<file path="config.mk">
export PLATFORM = sky130hd
export DESIGN_NAME = rfrs_ctrl
export DESIGN_NICKNAME = d
export VERILOG_FILES = /design/src/rtl/rfrs_pkg.sv /design/src/rtl/rfrs_ctrl.sv
export SDC_FILE = /design/constraint.sdc
export NUM_CORES = 1
export LEC_CHECK = 0
export ABC_AREA = 1
export BUFFER_PORTS_ARGS = -buffer_cell sky130_fd_sc_hd__buf_2
export CORE_AREA = 2 2 39 41
export DETAILED_ROUTE_END_ITERATION = 8
export DIE_AREA = 0 0 41 43
export PLACE_DENSITY = 0.71
export SLEW_MARGIN = 30
export SYNTH_ARGS = -nofsm -noshare
export SYNTH_HDL_FRONTEND = slang
export SYNTH_SLANG_ARGS = --single-unit
</file>
<file path="constraint.sdc">
create_clock -name clk_i -period 2.21 [get_ports clk_i]
set_input_delay 0.3315 -clock clk_i [delete_from_list [all_inputs] [get_ports clk_i]]
set_output_delay 0.3315 -clock clk_i [all_outputs]
set_load 0.1 [all_outputs]
</file>
<file path="src/rtl/rfrs_pkg.sv">
// shared types and constants for the region fill ratio stats unit
`default_nettype none
package rfrs_pkg;

  localparam int unsigned NumRegions   = 4096;
  localparam int unsigned LabelW       = 12;
  localparam int unsigned CountW       = 31;
  localparam int unsigned CoordW       = 10;
  localparam int unsigned SizeW        = 11;
  localparam int unsigned FracBits     = 16;
  localparam int unsigned FillW        = FracBits + 1;
  localparam int unsigned PosW         = 30;
  localparam int unsigned BoxW         = 3 * SizeW;
  localparam int unsigned DividendW    = CountW + FracBits;
  localparam logic [SizeW-1:0] MaxDim  = 11'd1024;
  localparam logic [CountW-1:0] CountLimit = 31'h4000_0000;

  localparam logic [1:0] OpClear   = 2'd0;
  localparam logic [1:0] OpVoxel   = 2'd1;
  localparam logic [1:0] OpQuery   = 2'd2;
  localparam logic [1:0] OpIgnored = 2'd3;

  localparam logic [1:0] RegXSize = 2'd0;
  localparam logic [1:0] RegYSize = 2'd1;
  localparam logic [1:0] RegZSize = 2'd2;

  typedef struct packed {
    logic [1:0]        op;
    logic [LabelW-1:0] region_label;
  } in_beat_t;

  typedef struct packed {
    logic [LabelW-1:0] queried_label;
    logic [CountW-1:0] cell_count;
    logic [FillW-1:0]  fill_fraction;
  } out_beat_t;

  // controller to datapath
  typedef struct packed {
    logic clr_step;   // clear one table row at clr address
    logic clr_pos;    // zero raster position
    logic voxel;      // write back the updated row, advance position
    logic load_q;     // capture label, read its table row
    logic box_mul1;   // first box product
    logic box_mul2;   // second box product
    logic div_start;  // start divider
    logic div_step;   // one quotient bit
    logic out_load;   // load output register
    logic pos_div;    // start position / x_size
    logic pos_div2;   // take x, start quotient / y_size
    logic pos_fin;    // take y and z, or wrap if past the grid
  } rfrs_cmd_t;

  // datapath to controller
  typedef struct packed {
    logic clr_last;
    logic div_last;
    logic empty;
    logic stale;
  } rfrs_sts_t;

endpackage
`default_nettype wire

</file>
<file path="src/rtl/rfrs_ctrl.sv">
// controller state machine for beat handling, clear sweep and divide
`default_nettype none
module rfrs_ctrl
  import rfrs_pkg::*;
(
  input  wire logic       clk_i,
  input  wire logic       rst_ni,
  input  wire logic       in_valid_i,
  input  wire logic [1:0] in_op_i,
  output logic            in_stall_o,
  output logic            out_valid_o,
  input  wire logic       out_stall_i,
  input  wire rfrs_sts_t  sts_i,
  output rfrs_cmd_t       cmd_o
);

  localparam logic [3:0] StClear  = 4'd0;
  localparam logic [3:0] StIdle   = 4'd1;
  localparam logic [3:0] StMul1   = 4'd2;
  localparam logic [3:0] StMul2   = 4'd3;
  localparam logic [3:0] StDivS   = 4'd4;
  localparam logic [3:0] StDiv    = 4'd5;
  localparam logic [3:0] StOut    = 4'd6;
  localparam logic [3:0] StVox    = 4'd7;
  localparam logic [3:0] StPDivX  = 4'd8;
  localparam logic [3:0] StPLoadY = 4'd9;
  localparam logic [3:0] StPDivY  = 4'd10;
  localparam logic [3:0] StPFin   = 4'd11;

  logic [3:0] state_q, state_d;
  logic       ovalid_q, ovalid_d;
  logic       acc;

  // input waits while busy; a query also waits while the previous result is still held
  assign in_stall_o  = (state_q != StIdle) || (ovalid_q && in_op_i == OpQuery);
  assign acc         = in_valid_i && !in_stall_o;
  assign out_valid_o = ovalid_q;

  always_comb begin
    state_d  = state_q;
    ovalid_d = ovalid_q && out_stall_i;
    cmd_o    = '0;
    unique case (state_q)
      StClear: begin
        cmd_o.clr_step = 1'b1;
        if (sts_i.clr_last) state_d = StIdle;
      end
      StIdle: begin
        if (acc) begin
          case (in_op_i)
            OpClear: begin
              cmd_o.clr_pos = 1'b1;
              state_d = StClear;
            end
            OpVoxel: begin
              cmd_o.load_q = 1'b1;
              if (sts_i.stale) begin
                cmd_o.pos_div = 1'b1;
                state_d = StPDivX;
              end else begin
                state_d = StVox;
              end
            end
            OpQuery: begin
              cmd_o.load_q = 1'b1;
              state_d = StMul1;
            end
            default: ;
          endcase
        end
      end
      StMul1: begin
        cmd_o.box_mul1 = 1'b1;
        state_d = StMul2;
      end
      StMul2: begin
        cmd_o.box_mul2 = 1'b1;
        state_d = StDivS;
      end
      StDivS: begin
        cmd_o.div_start = 1'b1;
        state_d = sts_i.empty ? StOut : StDiv;
      end
      StDiv: begin
        cmd_o.div_step = 1'b1;
        if (sts_i.div_last) state_d = StOut;
      end
      StOut: begin
        cmd_o.out_load = 1'b1;
        ovalid_d = 1'b1;
        state_d = StIdle;
      end
      StVox: begin
        cmd_o.voxel = 1'b1;
        state_d = StIdle;
      end
      StPDivX: begin
        cmd_o.div_step = 1'b1;
        if (sts_i.div_last) state_d = StPLoadY;
      end
      StPLoadY: begin
        cmd_o.pos_div2 = 1'b1;
        state_d = StPDivY;
      end
      StPDivY: begin
        cmd_o.div_step = 1'b1;
        if (sts_i.div_last) state_d = StPFin;
      end
      StPFin: begin
        cmd_o.pos_fin = 1'b1;
        state_d = StVox;
      end
      default: state_d = StIdle;
    endcase
  end

  always_ff @(posedge clk_i or negedge rst_ni) begin
    if (!rst_ni) begin
      state_q  <= StClear;
      ovalid_q <= 1'b0;
    end else begin
      state_q  <= state_d;
      ovalid_q <= ovalid_d;
    end
  end

endmodule
`default_nettype wire

</file>
# Word-level counts from Yosys, hierarchy flattened

Index checks and enable logic that the tools add are counted.

Output and inout port bits: 14
Bits in registers: 5

Mux-type cells: 29
Reductions and logical operators: 10
Equality and inequality tests: 20

Operator list:

| operator           | count |
|---|---|
| $pmux 4 s10        | 1 |
| $mux 4             | 6 |
| $mux 1             | 20 |
| $eq 4x3->1 const B | 4 |
| $eq 4x4->1 const B | 4 |
| $pmux 4 s3         | 1 |
| $ne 2x2->1 const B | 5 |
| $eq 4x2->1 const B | 2 |
| $reduce_and 6->1   | 1 |
| $eq 4x1->1 const B | 1 |
| $logic_not 4->1    | 1 |
| $ne 4x1->1 const B | 1 |
| $ne 4x2->1 const B | 1 |
| $logic_and 1x1->1  | 3 |
| $reduce_or 3->1    | 1 |
| $eq 2x1->1 const B | 1 |
| $eq 2x2->1 const B | 1 |
| $logic_not 2->1    | 1 |
| $mux 2             | 1 |
| $reduce_or 2->1    | 1 |
| $logic_not 1->1    | 1 |
| $logic_or 1x1->1   | 1 |

# Longest topological paths before layout

Depth after elaboration: 7
Depth in mapped cells: 9
Depth with buffers taken out: 9

# Worst setup path after synthesis

No wires, ideal clock.

Kind: register -> output
From: reg ovalid_q, in the netlist out_valid_o
To: out cmd_o[2] in the netlist's numbering
Required time: 1.879 ns
Cell stages (with the launch flop): 4
Setup slack: -0.504 ns
Data arrival time: 2.383 ns
Cell sequence: dfrtp_1 > nand2_1 > nand3_1 > nor2_1

RTL lines:

| what                     | line             | text |
|---|---|---|
| start: declaration       | rfrs_ctrl.sv:31  | `logic ovalid_q, ovalid_d;` |
| start signal: assignment | rfrs_ctrl.sv:123 | `ovalid_q <= ovalid_d;` |
| end: declaration         | rfrs_ctrl.sv:14  | `output rfrs_cmd_t cmd_o` |

==> flow_summary.toml <==
[setup_path]
crit_required_ns = 1.88
cp-end-kind = "primary output"
cp_slowest_stage_delay_ns = 0.43
path_buf_inv = 2
crit_slowest_cell = "buf_2"
worstPathArrival_ns = 1.71
cp_cell_sequence = "inv_1 > nand2_2 > nor2_4 > nand3_1 > nor2_2 > buf_2"
path_max_fanout = 7
start_kind = "register"
cpLargestDelayFamily = "buffers and inverters"
path_class = "reg2out"

[clock_network]
clockBufferDepth = 2
cts_made_buffers = 3
htreeDepth = 1
root_buffer = "clkbuf_4"
clk_latency_ns = 0.24
cts_sinks = 5
clk_pin_slew_ns = 0.04
cts_tree = "done"

[cells_and_area]
layout-drive-gt1-share_pct = 27.1
areaGrowthSynthToFinish_pct = 33.9
diodes = 0
n_fill_cell = 148
design_area_um2 = 737
final_nets = 143

[global_routing]
grt_pass1_wl_um = 2260
grt_max_degree = 8
grt_antenna_before_repair = 0
grt_usage_pct = 18.0
grt_pass1_vias = 599
grt-ovfl-total = 0

[sta]
period_share_pct = 92.5
maxSlewViolCount = 0
rsz0062_at_grt = "no"
tns_ns = 0
slew_headroom_pct = 67.9
layout_min_cycle_time_ns = 2.04
hold_viol = 0
finalSetupViolCount = 0
clock.fmax_ghz = 0.489
worst_pin_slew_ns = 0.486
skew_ns = 0.00125

[route]
drtPass1Iterations = 4
wirelength_um = 1340
via_per_inst = 4.63
routed-via-count = 672
route.detailed.drc = 0
wl_per_cell_um = 9.27
ant_nets = 0
drt_iter0_markers = 9

[floorplan]
fp.coreArea_um2 = 1380
die_area_um2 = 1760
rows = 14
die_h_um = 43
start_util_pct = 39.8
ioPinCount = 24
die_x_um = 41

[logic_synthesis]
ys_types = 13
synth_compound_area_share_pct = 7.27
synth_fa_ha_area_share_pct = 6.82
muxShareOfSynthArea_pct = 0
avgSynthCellArea_um2 = 5.45
synthXorXnorAreaFrac_pct = 0
netlist_area_um2 = 551
ys_seq_area_share_pct = 22.7
synth_warnings = 0
yosys.area.top_type_share_pct = 22.7
syn_nets = 114
synth_cells = 101
yosysTopAreaCell = "dfrtp_1"
synth-simple-area-share_pct = 48.2
netlist_top_cells_area = "dfrtp_1 (23%), nand2_1 (20%), inv_1 (15%)"
synth_top_family_by_area = "simple AND/OR/NAND/NOR gates"
ys_seq_elements = 5

[place]
port-buffer-count = 23
gp_congestion = 0.878
place_area_um2 = 698
dp.final_hpwl_um = 1200

[flow_run]
maxCapViolations = 0

[outcome]
status = "finished clean"

[hold_path]
hold_path.class = "in2reg"
==> cells in the final DEF, fill, tap and decap left out, types with 2 or more instances in the layout <==
master,instances
nand3_1,7
clkbuf_4,4
buf_2,22
nand2_2,2
ha_1,3
nor2_1,15
inv_1,22
dfrtp_1,5
nand2_1,30
o21ai_0,6
nor2_2,6
a21oi_1,2
==> layout make-up <==
class | instances | area, um2 | area share (%)
timing repair buffer | 24 | 128 | 17.3
tap | 16 | 20.0 | 2.72
clock buffer | 4 | 26.3 | 3.57
inverter | 22 | 82.6 | 11.2
multi-input combinational | 74 | 355 | 48.2
sequential | 5 | 125 | 17.0
==> worst paths after layout <==
| kind | from | end | slack (ns) | cells past startpoint |
|---|---|---|---|---|
| setup / recovery | state_q[1]$_DFFE_PN0P_ | cmd_o[10] | 0.17 | 6 |
| hold / removal | out_stall_i | out_valid_o$_DFF_PN0_ | 0.30 | 3 |
| setup reg to reg | state_q[2]$_DFFE_PN0P_ | state_q[0]$_DFFE_PN0P_ | 0.75 | 7 |
| hold reg to reg | out_valid_o$_DFF_PN0_ | out_valid_o$_DFF_PN0_ | 0.52 | 2 |
| max in group asynchronous | rst_ni | out_valid_o$_DFF_PN0_ | 1.64 | 2 |
| min in group asynchronous | rst_ni | state_q[3]$_DFFE_PN0P_ | 0.44 | 2 |
==> per-stage QoR <==
step	cells	util [%]	hold slack, ns	setup WS (ns)
after global placement	140	50.5	0.149	0.407
after floorplan	101	-	0.0359	-0.0993
final	145	53.3	0.305	0.165
after global routing	145	53.3	0.306	0.0150
after detailed placement	140	50.5	0.153	0.399
after CTS	145	53.1	0.298	0.133
==> what timing repair did <==
item	CTS	global route
hold buffers	1	0
hold endpoints to repair	5	0
resized for setup	0	1
setup buffers	0	0
setup endpoints to repair	0	1
==> synthesized netlist by cell type <==
master,number
dfrtp_1,5
nand4_1,1
inv_1,22
nor2_1,20
nand2_2,2
ha_1,3
nor2_2,1
nand2_1,30
a21oi_1,2
o21ai_0,6
nand3_1,7
nor2_4,1
or2_0,1
==> worst register-to-register path: cells and delay by family, from the launching register on <==
kind	cells	cell delay, ns
flip-flops	1	0.41
AND/OR/NAND/NOR	7	0.95
==> state kept, by name, summed over array words and instances, names as in the netlist <==
name         cells
state_q          4
out_valid_o      1
==> logic make-up after synthesis <==
logic type,after synthesis
DFF,5
and+or+nand+nor,63
AOI/OAI and AO/OA,8
buffers and inverters,22
adders and majority gates,3
==> metal layers <==
| metal | track usage [%] | vias to the layer above | wire, um |
|---|---|---|---|
| met2 | 28.4 | 15 | 671 |
| li1 | - | 357 | - |
| met4 | 6.00 | 0 | 0 |
| met3 | 3.14 | 0 | 49 |
| met5 | 0 | - | 0 |
| met1 | 23.6 | 300 | 624 |
Power is not shown: default switching activity piles up to over one toggle a cycle in this logic, so the estimate is an artifact.
